## config.mk

```make
export PLATFORM = sky130hd
export DESIGN_NAME = rational_arith_unit
export DESIGN_NICKNAME = d
export VERILOG_FILES = /design/src/rtl/core/rau_pkg.sv /design/src/rtl/core/rau_cell.sv /design/src/rtl/core/rational_arith_unit.sv
export SDC_FILE = /design/constraint.sdc
export NUM_CORES = 2
export LEC_CHECK = 0
export BUFFER_PORTS_ARGS = -buffer_cell sky130_fd_sc_hd__buf_2
export CAP_MARGIN = 25
export CORE_AREA = 2 2 365 367
export DETAILED_ROUTE_END_ITERATION = 10
export DIE_AREA = 0 0 367 369
export MAX_ROUTING_LAYER = met4
export PLACE_DENSITY_LB_ADDON = 0.25
export SYNTH_ARGS = -nofsm -noshare
export SYNTH_HDL_FRONTEND = slang
export SYNTH_SLANG_ARGS = --single-unit
```

## constraint.sdc

```tcl
create_clock -name clk -period 35.4 [get_ports clk]
set_clock_uncertainty 0.15 [all_clocks]
set_input_delay 0 -clock clk [delete_from_list [all_inputs] [get_ports clk]]
set_output_delay 0 -clock clk [all_outputs]
set_load 0.01 [all_outputs]
```

## src/rtl/core/rau_pkg.sv

```systemverilog
// ----------------------------------------------------------------------------
// rau_pkg
// Types, codes and widths shared by the rational arithmetic unit.
// ----------------------------------------------------------------------------
package rau_pkg;

    localparam int VALUE_WIDTH = 32;
    localparam int WIDE_WIDTH  = 2 * VALUE_WIDTH;
    localparam int CHAIN_LEN   = WIDE_WIDTH + 1;
    localparam int CNT_W       = $clog2(WIDE_WIDTH + 1);

    localparam logic [2:0] OP_ADD = 3'd0;
    localparam logic [2:0] OP_SUB = 3'd1;
    localparam logic [2:0] OP_MUL = 3'd2;
    localparam logic [2:0] OP_DIV = 3'd3;
    localparam logic [2:0] OP_CMP = 3'd4;

    localparam logic [1:0] ST_OK       = 2'd0;
    localparam logic [1:0] ST_INVALID  = 2'd1;
    localparam logic [1:0] ST_OVERFLOW = 2'd2;

    typedef struct packed {
        logic [2:0]                    op;
        logic signed [VALUE_WIDTH-1:0] a_num;
        logic signed [VALUE_WIDTH-1:0] a_den;
        logic signed [VALUE_WIDTH-1:0] b_num;
        logic signed [VALUE_WIDTH-1:0] b_den;
    } rau_in_t;

    typedef struct packed {
        logic signed [VALUE_WIDTH-1:0] res_num;
        logic [VALUE_WIDTH-2:0]        res_den;
        logic                          is_equal;
        logic [1:0]                    status;
    } rau_out_t;

    // Operation broadcast to every cell of the chain
    typedef enum logic [2:0] {
        CELL_HOLD,
        CELL_LOAD,
        CELL_SHLADD,
        CELL_SHR,
        CELL_SUBSWAP,
        CELL_DIVSTEP
    } cell_op_t;

    typedef struct packed {
        cell_op_t op;
        logic     add_en;
        logic     shr_a;
        logic     shr_b;
    } cell_ctrl_t;

endpackage

```

## src/rtl/core/rau_cell.sv

```systemverilog
// ----------------------------------------------------------------------------
// rau_cell
// One bit slice of the shift / add / subtract chain: holds one bit of the
// A and B words and passes carry and shift bits to its neighbors.
// ----------------------------------------------------------------------------
module rau_cell
    import rau_pkg::*;
(
    input  logic       clk,
    input  cell_ctrl_t ctrl,
    input  logic       sel,
    input  logic       a_lo,
    input  logic       a_hi,
    input  logic       b_hi,
    input  logic       cin,
    input  logic       ld_a,
    input  logic       ld_b,
    output logic       a,
    output logic       b,
    output logic       cout
);

    logic a_reg, a_next;
    logic b_reg, b_next;
    logic x, y, s;

    always_comb
    begin
        x = 1'b0;
        y = 1'b0;
        unique case (ctrl.op)
            CELL_SHLADD:
            begin
                x = a_lo;
                y = b_reg & ctrl.add_en;
            end
            CELL_SUBSWAP:
            begin
                x = b_reg;
                y = ~a_reg;
            end
            CELL_DIVSTEP:
            begin
                x = a_lo;
                y = ~b_reg;
            end
            default:
            begin
                x = 1'b0;
                y = 1'b0;
            end
        endcase
        s    = x ^ y ^ cin;
        cout = (x & y) | (cin & (x ^ y));
    end

    always_comb
    begin
        a_next = a_reg;
        b_next = b_reg;
        unique case (ctrl.op)
            CELL_LOAD:
            begin
                a_next = ld_a;
                b_next = ld_b;
            end
            CELL_SHLADD:
            begin
                a_next = s;
            end
            CELL_SHR:
            begin
                if (ctrl.shr_a)
                begin
                    a_next = a_hi;
                end
                if (ctrl.shr_b)
                begin
                    b_next = b_hi;
                end
            end
            CELL_SUBSWAP:
            begin
                // sel set: B >= A, so B takes the difference; else swap
                if (sel)
                begin
                    b_next = s;
                end
                else
                begin
                    a_next = b_reg;
                    b_next = a_reg;
                end
            end
            CELL_DIVSTEP:
            begin
                a_next = sel ? s : a_lo;
            end
            default:
            begin
                a_next = a_reg;
            end
        endcase
    end

    always_ff @(posedge clk)
    begin
        a_reg <= a_next;
        b_reg <= b_next;
    end

    assign a = a_reg;
    assign b = b_reg;

endmodule

```

## src/rtl/core/rational_arith_unit.sv

```systemverilog
// ----------------------------------------------------------------------------
// rational_arith_unit
// Exact add, subtract, multiply, divide and equality test on two fractions.
// ----------------------------------------------------------------------------
// One item at a time. The cross products (two for compare, three otherwise)
// come from a shift-add multiply on a chain of 2*W+1 bit cells. The chain
// then runs a binary GCD of shifts, subtracts and swaps, plus the restore
// shift. Two restoring divisions then reduce the numerator and denominator
// by the GCD. Invalid items skip all of this, compare finishes after the
// cross products, and a zero result skips the GCD and the divisions.
// ----------------------------------------------------------------------------
module rational_arith_unit
    import rau_pkg::*;
(
    input  logic     clk,
    input  logic     rst_n,
    input  logic     in_valid,
    output logic     in_ready,
    input  rau_in_t  in_data,
    output logic     out_valid,
    input  logic     out_ready,
    output rau_out_t out_data
);

    localparam int VW = VALUE_WIDTH;
    localparam int WW = WIDE_WIDTH;
    localparam int NC = CHAIN_LEN;

    localparam logic [WW-1:0] DEN_MAX = {{(WW - VW + 1){1'b0}}, {(VW - 1){1'b1}}};
    localparam logic [WW-1:0] NEG_MAX = DEN_MAX + {{(WW - 1){1'b0}}, 1'b1};

    typedef enum logic [3:0] {
        S_IDLE, S_MUL_LD, S_MUL, S_MUL_ST, S_FORM, S_GCD_K, S_GCD_U, S_GCD_V,
        S_GCD_SHL, S_DIV_LD, S_DIV, S_DIV_ST, S_DONE
    } state_t;

    function automatic logic [VW-1:0] mag(input logic [VW-1:0] x);
        return x[VW-1] ? (~x + 1'b1) : x;
    endfunction

    state_t          state_reg, state_next;
    logic [2:0]      op_reg, op_next;
    logic [VW-1:0]   an_reg, an_next, ad_reg, ad_next;
    logic [VW-1:0]   bn_reg, bn_next, bd_reg, bd_next;
    logic [3:0]      sgn_reg, sgn_next;          // {an, ad, bn, bd}
    logic [1:0]      idx_reg, idx_next;
    logic [CNT_W-1:0] cnt_reg, cnt_next;
    logic [CNT_W-1:0] k_reg, k_next;
    logic [VW-1:0]   my_reg, my_next;
    logic [WW-1:0]   t1_reg, t1_next, t2_reg, t2_next, dm_reg, dm_next;
    logic [WW-1:0]   nm_reg, nm_next, g_reg, g_next;
    logic [WW-1:0]   nsh_reg, nsh_next, q_reg, q_next, qn_reg, qn_next;
    logic            neg_reg, neg_next;
    logic            div_idx_reg, div_idx_next;
    rau_out_t        res_reg, res_next;
    rau_out_t        out_reg, out_next;
    logic            out_valid_reg, out_valid_next;

    cell_ctrl_t      ctrl;
    logic            lsb_in;
    logic [NC-1:0]   ld_a, ld_b;
    logic [NC-1:0]   a_vec, b_vec;
    logic [NC:0]     carry;
    logic            sel;

    logic [VW-1:0]   in_an, in_ad, in_bn, in_bd;
    logic [VW-1:0]   mx, mbits;
    logic            s1, s2, eq;
    logic [WW:0]     diff;
    logic [WW-1:0]   nm_f, sum12;
    logic            ns;
    logic            ovf;

    assign carry[0] = (ctrl.op == CELL_SUBSWAP) || (ctrl.op == CELL_DIVSTEP);
    assign sel      = carry[NC];

    for (genvar i = 0; i < NC; i++)
    begin : g_chain
        logic lo, hi_a, hi_b;
        if (i == 0)
        begin : g_first
            assign lo = lsb_in;
        end
        else
        begin : g_mid
            assign lo = a_vec[i-1];
        end
        if (i == NC - 1)
        begin : g_last
            assign hi_a = 1'b0;
            assign hi_b = 1'b0;
        end
        else
        begin : g_inner
            assign hi_a = a_vec[i+1];
            assign hi_b = b_vec[i+1];
        end
        rau_cell u_cell (
            .clk  (clk),
            .ctrl (ctrl),
            .sel  (sel),
            .a_lo (lo),
            .a_hi (hi_a),
            .b_hi (hi_b),
            .cin  (carry[i]),
            .ld_a (ld_a[i]),
            .ld_b (ld_b[i]),
            .a    (a_vec[i]),
            .b    (b_vec[i]),
            .cout (carry[i+1])
        );
    end

    assign in_an = mag(in_data.a_num);
    assign in_ad = mag(in_data.a_den);
    assign in_bn = mag(in_data.b_num);
    assign in_bd = mag(in_data.b_den);

    always_comb
    begin
        state_next     = state_reg;
        op_next        = op_reg;
        an_next        = an_reg;
        ad_next        = ad_reg;
        bn_next        = bn_reg;
        bd_next        = bd_reg;
        sgn_next       = sgn_reg;
        idx_next       = idx_reg;
        cnt_next       = cnt_reg;
        k_next         = k_reg;
        my_next        = my_reg;
        t1_next        = t1_reg;
        t2_next        = t2_reg;
        dm_next        = dm_reg;
        nm_next        = nm_reg;
        g_next         = g_reg;
        nsh_next       = nsh_reg;
        q_next         = q_reg;
        qn_next        = qn_reg;
        neg_next       = neg_reg;
        div_idx_next   = div_idx_reg;
        res_next       = res_reg;
        out_next       = out_reg;
        out_valid_next = out_valid_reg;

        ctrl   = '{op: CELL_HOLD, add_en: 1'b0, shr_a: 1'b0, shr_b: 1'b0};
        lsb_in = 1'b0;
        ld_a   = '0;
        ld_b   = '0;
        mx     = '0;
        mbits  = '0;

        s1    = sgn_reg[3] ^ sgn_reg[0];
        s2    = sgn_reg[1] ^ sgn_reg[2] ^ (op_reg == OP_SUB);
        eq    = ((t1_reg == '0) && (t2_reg == '0)) ||
                ((t1_reg == t2_reg) && (s1 == (sgn_reg[1] ^ sgn_reg[2])));
        sum12 = t1_reg + t2_reg;
        diff  = {1'b0, t1_reg} - {1'b0, t2_reg};
        nm_f  = t1_reg;
        ns    = s1;
        ovf   = (qn_reg > (neg_reg ? NEG_MAX : DEN_MAX)) || (q_reg > DEN_MAX);

        if (out_valid_reg && out_ready)
        begin
            out_valid_next = 1'b0;
        end

        unique case (state_reg)
            S_IDLE:
            begin
                if (in_valid)
                begin
                    op_next  = in_data.op;
                    an_next  = in_an;
                    ad_next  = in_ad;
                    bn_next  = in_bn;
                    bd_next  = in_bd;
                    sgn_next = {in_data.a_num[VW-1], in_data.a_den[VW-1],
                                in_data.b_num[VW-1], in_data.b_den[VW-1]};
                    idx_next = '0;
                    if ((in_data.op > OP_CMP) || (in_ad == '0) || (in_bd == '0) ||
                        ((in_data.op == OP_DIV) && (in_bn == '0)))
                    begin
                        res_next        = '0;
                        res_next.status = ST_INVALID;
                        state_next      = S_DONE;
                    end
                    else
                    begin
                        state_next = S_MUL_LD;
                    end
                end
            end
            S_MUL_LD:
            begin
                unique case (idx_reg)
                    2'd0:
                    begin
                        mx    = an_reg;
                        mbits = (op_reg == OP_MUL) ? bn_reg : bd_reg;
                    end
                    2'd1:
                    begin
                        mx    = bn_reg;
                        mbits = ad_reg;
                    end
                    default:
                    begin
                        mx    = ad_reg;
                        mbits = (op_reg == OP_DIV) ? bn_reg : bd_reg;
                    end
                endcase
                ctrl.op    = CELL_LOAD;
                ld_b       = NC'(mx);
                my_next    = mbits;
                cnt_next   = '0;
                state_next = S_MUL;
            end
            S_MUL:
            begin
                ctrl.op     = CELL_SHLADD;
                ctrl.add_en = my_reg[VW-1];
                my_next     = {my_reg[VW-2:0], 1'b0};
                cnt_next    = cnt_reg + 1'b1;
                if (cnt_reg == CNT_W'(VW - 1))
                begin
                    state_next = S_MUL_ST;
                end
            end
            S_MUL_ST:
            begin
                unique case (idx_reg)
                    2'd0:    t1_next = a_vec[WW-1:0];
                    2'd1:    t2_next = a_vec[WW-1:0];
                    default: dm_next = a_vec[WW-1:0];
                endcase
                if ((idx_reg == 2'd2) || ((idx_reg == 2'd1) && (op_reg == OP_CMP)))
                begin
                    state_next = S_FORM;
                end
                else
                begin
                    idx_next   = idx_reg + 1'b1;
                    state_next = S_MUL_LD;
                end
            end
            S_FORM:
            begin
                if (op_reg == OP_CMP)
                begin
                    res_next          = '0;
                    res_next.is_equal = eq;
                    res_next.status   = ST_OK;
                    state_next        = S_DONE;
                end
                else
                begin
                    if ((op_reg == OP_ADD) || (op_reg == OP_SUB))
                    begin
                        priority if (s1 == s2)
                        begin
                            nm_f = sum12;
                            ns   = s1;
                        end
                        else if (!diff[WW])
                        begin
                            nm_f = diff[WW-1:0];
                            ns   = s1;
                        end
                        else
                        begin
                            nm_f = ~diff[WW-1:0] + 1'b1;
                            ns   = s2;
                        end
                        neg_next = ns ^ sgn_reg[2] ^ sgn_reg[0];
                    end
                    else
                    begin
                        nm_f     = t1_reg;
                        neg_next = ^sgn_reg;
                    end
                    if (nm_f == '0)
                    begin
                        res_next         = '0;
                        res_next.res_den = (VW-1)'(1);
                        res_next.status  = ST_OK;
                        state_next       = S_DONE;
                    end
                    else
                    begin
                        ctrl.op    = CELL_LOAD;
                        ld_a       = NC'(nm_f);
                        ld_b       = NC'(dm_reg);
                        nm_next    = nm_f;
                        k_next     = '0;
                        state_next = S_GCD_K;
                    end
                end
            end
            S_GCD_K:
            begin
                // strip common factors of two
                if (!a_vec[0] && !b_vec[0])
                begin
                    ctrl.op    = CELL_SHR;
                    ctrl.shr_a = 1'b1;
                    ctrl.shr_b = 1'b1;
                    k_next     = k_reg + 1'b1;
                end
                else
                begin
                    state_next = S_GCD_U;
                end
            end
            S_GCD_U:
            begin
                if (!a_vec[0])
                begin
                    ctrl.op    = CELL_SHR;
                    ctrl.shr_a = 1'b1;
                end
                else
                begin
                    state_next = S_GCD_V;
                end
            end
            S_GCD_V:
            begin
                priority if (b_vec == '0)
                begin
                    state_next = S_GCD_SHL;
                end
                else if (!b_vec[0])
                begin
                    ctrl.op    = CELL_SHR;
                    ctrl.shr_b = 1'b1;
                end
                else
                begin
                    ctrl.op = CELL_SUBSWAP;
                end
            end
            S_GCD_SHL:
            begin
                if (k_reg != '0)
                begin
                    ctrl.op = CELL_SHLADD;
                    k_next  = k_reg - 1'b1;
                end
                else
                begin
                    g_next       = a_vec[WW-1:0];
                    div_idx_next = 1'b0;
                    state_next   = S_DIV_LD;
                end
            end
            S_DIV_LD:
            begin
                ctrl.op    = CELL_LOAD;
                ld_b       = NC'(g_reg);
                nsh_next   = div_idx_reg ? dm_reg : nm_reg;
                cnt_next   = '0;
                q_next     = '0;
                state_next = S_DIV;
            end
            S_DIV:
            begin
                ctrl.op  = CELL_DIVSTEP;
                lsb_in   = nsh_reg[WW-1];
                nsh_next = {nsh_reg[WW-2:0], 1'b0};
                q_next   = {q_reg[WW-2:0], sel};
                cnt_next = cnt_reg + 1'b1;
                if (cnt_reg == CNT_W'(WW - 1))
                begin
                    state_next = S_DIV_ST;
                end
            end
            S_DIV_ST:
            begin
                if (!div_idx_reg)
                begin
                    qn_next      = q_reg;
                    div_idx_next = 1'b1;
                    state_next   = S_DIV_LD;
                end
                else
                begin
                    res_next = '0;
                    if (ovf)
                    begin
                        res_next.status = ST_OVERFLOW;
                    end
                    else
                    begin
                        res_next.res_num = neg_reg ? (~qn_reg[VW-1:0] + 1'b1)
                                                   : qn_reg[VW-1:0];
                        res_next.res_den = q_reg[VW-2:0];
                        res_next.status  = ST_OK;
                    end
                    state_next = S_DONE;
                end
            end
            S_DONE:
            begin
                if (!out_valid_reg || out_ready)
                begin
                    out_next       = res_reg;
                    out_valid_next = 1'b1;
                    state_next     = S_IDLE;
                end
            end
            default:
            begin
                state_next = S_IDLE;
            end
        endcase
    end

    always_ff @(posedge clk or negedge rst_n)
    begin
        if (!rst_n)
        begin
            state_reg     <= S_IDLE;
            out_valid_reg <= 1'b0;
        end
        else
        begin
            state_reg     <= state_next;
            out_valid_reg <= out_valid_next;
        end
    end

    always_ff @(posedge clk)
    begin
        op_reg      <= op_next;
        an_reg      <= an_next;
        ad_reg      <= ad_next;
        bn_reg      <= bn_next;
        bd_reg      <= bd_next;
        sgn_reg     <= sgn_next;
        idx_reg     <= idx_next;
        cnt_reg     <= cnt_next;
        k_reg       <= k_next;
        my_reg      <= my_next;
        t1_reg      <= t1_next;
        t2_reg      <= t2_next;
        dm_reg      <= dm_next;
        nm_reg      <= nm_next;
        g_reg       <= g_next;
        nsh_reg     <= nsh_next;
        q_reg       <= q_next;
        qn_reg      <= qn_next;
        neg_reg     <= neg_next;
        div_idx_reg <= div_idx_next;
        res_reg     <= res_next;
        out_reg     <= out_next;
    end

    assign in_ready  = (state_reg == S_IDLE);
    assign out_valid = out_valid_reg;
    assign out_data  = out_reg;

endmodule
```

==> flow_metrics.env <==
export IMPL_fin_crit_ns=30.60
export IMPL_worstRegToRegCells=76
export IMPL_holdCritStartpoint="out_ready"
export IMPL_yosys_top_cells_area="edfxtp_1 (49%), ha_1 (3.7%), nand2_1 (3.5%), o21ai_0 (3.4%), a21oi_1 (3.4%)"
export IMPL_seq_area_frac_synth_pct=49.2
export IMPL_boundaryPins=203
export IMPL_worstSkewPairLatency_ns=0.71
export IMPL_grt_max_degree=101
export IMPL_arrival_ns=30.87
export IMPL_slew_violations=0
export IMPL_ant_nets=0
export IMPL_wl_um=213000
export IMPL_worst_path_max_fanout=65
export IMPL_synth_async_reset_ratio_pct=0.519
export IMPL_dr_pass1_iters=7
export IMPL_ys_types=104
export IMPL_groute_usage_overall_pct=31.6
export IMPL_crit_path_end_kind="register"
export IMPL_grt_pass1_wl_um=315000
export IMPL_fmax_mhz=32.7
export IMPL_ys_seq_elements=964
export IMPL_htreeDepth=3
export IMPL_cts_root_buf="clkbuf_16"
export IMPL_synth_edff_count=959
export IMPL_synth_area_um2=58800
export IMPL_synthCells=5618
export IMPL_synth_nets=5995
export IMPL_r2r_slack_ns=4.80
export IMPL_r2r_start="state_reg[2]"
export IMPL_synth_top_area_share_pct=49.0
export IMPL_ir_worst_vdd_mv=0.0947
export IMPL_cp_slowest_stage_delay_ns=0.78
export IMPL_slowest_stage="dfrtp_1"
export IMPL_timing_critical_path_mode_cell="fa_1"
export IMPL_p_leak_nw=23.1
export IMPL_drt_first_iter_violations=6681
export IMPL_powerDensity_nw_per_um2=66.3
export IMPL_r2r_end="g_chain[25].u_cell.a"
export IMPL_core_area_um2=131000
export IMPL_row_count=133
export IMPL_antenna_found_initial=5
export IMPL_cp_start_kind="register"
export IMPL_synth_top_area_cell="edfxtp_1"
export IMPL_status="finished clean"
export IMPL_criticalPathCategory="reg -> reg"
export IMPL_slew_headroom_pct=23.0
export IMPL_vias_per_cell=6.44
export IMPL_cts_resized=0
export IMPL_wire_per_inst_um=27.3
export IMPL_die_width_um=367
export IMPL_min_path_cells=4
export IMPL_vias=50200
export IMPL_synth_main_ff_cell="edfxtp_1"
export IMPL_fin_nets=6330
export IMPL_clk_pin_slew_ns=0.06
export IMPL_hold_violations=0
export IMPL_rsz0062_at_grt="no"
export IMPL_worstMarginPinSlew_ns=1.14
export IMPL_setup_tns_ns=0
export IMPL_drc_errors=0
export IMPL_overflow=0
export IMPL_timing_max_cap_violations=0
export IMPL_post_route_period_util_pct=86.4
export IMPL_routabilityCongestion=1.02
export IMPL_finalSetupViolations=0
export IMPL_syn_avg_cell_area_um2=10.5
export IMPL_clock_sinks=964
export IMPL_min_path_type="in -> reg"
export IMPL_area_growth_pct=14.9
export IMPL_drive_gt1_share_pct=10.4
export IMPL_die_area_um2=135000
export IMPL_min_to="out_valid"
export IMPL_cts_hold_buf=273
export IMPL_hold_ws_ns=0.0472
export IMPL_grt_pass1_vias=47600
export IMPL_cts_tree="built"
export IMPL_clockBufferDepth=3
export IMPL_port_buffers=202
export IMPL_yosys_warnings=0
export IMPL_postCtsSetupRepairBufs=0
export IMPL_start_util_pct=44.8
export IMPL_cts_buffers=96
export IMPL_cp_data_required_time_ns=35.67
export IMPL_hpwl_um=154000
export IMPL_die_y_um=369
[cells in the mapped netlist (41+ instances only)]
library cell / n
o31ai_1: 71
nor4_1: 132
fa_1: 68
o221a_2: 66
xnor2_1: 189
clkbuf_1: 290
a22oi_1: 112
nor2_1: 428
and2_1: 88
a21oi_1: 395
nor3_1: 106
inv_1: 196
nand2b_1: 41
o21ai_0: 404
xor2_1: 64
mux2i_1: 80
nand2_1: 548
edfxtp_1: 959
or4_1: 44
and3_1: 45
or3_1: 71
ha_1: 174
nand4_1: 90
a221oi_1: 57
a221o_1: 153
a21o_1: 53
nand3_1: 70
a211oi_1: 44
[cells by family (layout without fill, tap and decap cells)]
logic type                 after synthesis  after routing  share of synthesized area, %
xor gates and xnor gates               253            253                          3.77
buffers and inverters                  524            942                          3.45
muxes                                  116            116                          2.05
AOI/OAI and AO/OA                     1723           1723                          20.4
and+or+nand+nor                       1796           1796                          15.2
other                                    0              5                             0
adders and majority gates              242            242                          6.02
DFF                                    964            964                          49.2
[metal layers]
layer  vias to the layer above  global-route usage [%]  wire [um]
li1                      22400                       -          -
met1                     24600                    39.8      84800
met2                      2654                    49.2      98100
met3                       547                    4.65      16000
met4                         0                    17.3      13900
met5                         -                       -          0
[how the worst max path moves through the flow]
| stage | startpoint | endpoint | slack, ns |
|---|---|---|---|
| floorplan | state_reg[3] | g_chain[0].u_cell.a | 6.76 |
| detailed placement | state_reg[2] | g_chain[60].u_cell.a | 5.33 |
| CTS | state_reg[2] | g_chain[0].u_cell.a | 5.09 |
| global placement | state_reg[2] | g_chain[0].u_cell.a | 5.48 |
| finish | state_reg[2] | g_chain[25].u_cell.a | 4.80 |
| global route | state_reg[2] | g_chain[37].u_cell.a | 3.91 |
[worst max-delay path, delay by kind of cell (launching register included)]
family,cells,cell delay [ns]
and+or+nand+nor,6,2.21
adders and majority gates,65,26.15
AOI/OAI and AO/OA,3,0.54
DFF,1,0.78
buffers and inverters,2,0.45
[cell usage in the layout, fill, tap and decap left out, drive strengths merged, types with 72 or more instances in the layout]
cell and n:
edfxtp 959, nand2 549, nor2 428, o21ai 415, a21oi 395, buf 289, dlygate4sd3 273, inv 200
xnor2 189, ha 174, a221o 153, nor4 137, a22oi 112, clkbuf 108, nor3 107, nand4 92
and2 88, mux2i 80, or3 72
[cell type report]
class	instances	area, um^2
flip-flops and latches	964	28900
fillers	11700	63500
diodes	5	12.5
repair buffers	563	4450
well taps	1755	2200
inverters	198	746
clock inverters	73	728
multi-input cells	4130	28000
clock buffers	108	2490
[power by group]
group,total [mW],internal [mW],switching (mW)
combinational,1.44,0.470,0.965
sequential,2.00,1.70,0.303
clock,1.05,0.597,0.450
[through the flow]
| stage | power (mW) | std cells | utilization, % | setup WS [ns] | instance area, um^2 |
|---|---|---|---|---|---|
| 5_1_grt | 4.68 | 7795 | 51.5 | 3.91 | 67600 |
| 3_3_place_gp | 3.36 | 7328 | 46.9 | 5.48 | 61500 |
| 6_report | 4.48 | 7796 | 51.5 | 4.80 | 67600 |
| 3_5_place_dp | 3.38 | 7334 | 46.9 | 5.33 | 61600 |
| 2_1_floorplan | 2.82 | 5618 | - | 6.76 | 58800 |
| 4_1_cts | 4.46 | 7788 | 51.5 | 5.09 | 67500 |
No activity file was read; power rests on OpenSTA's default activity.
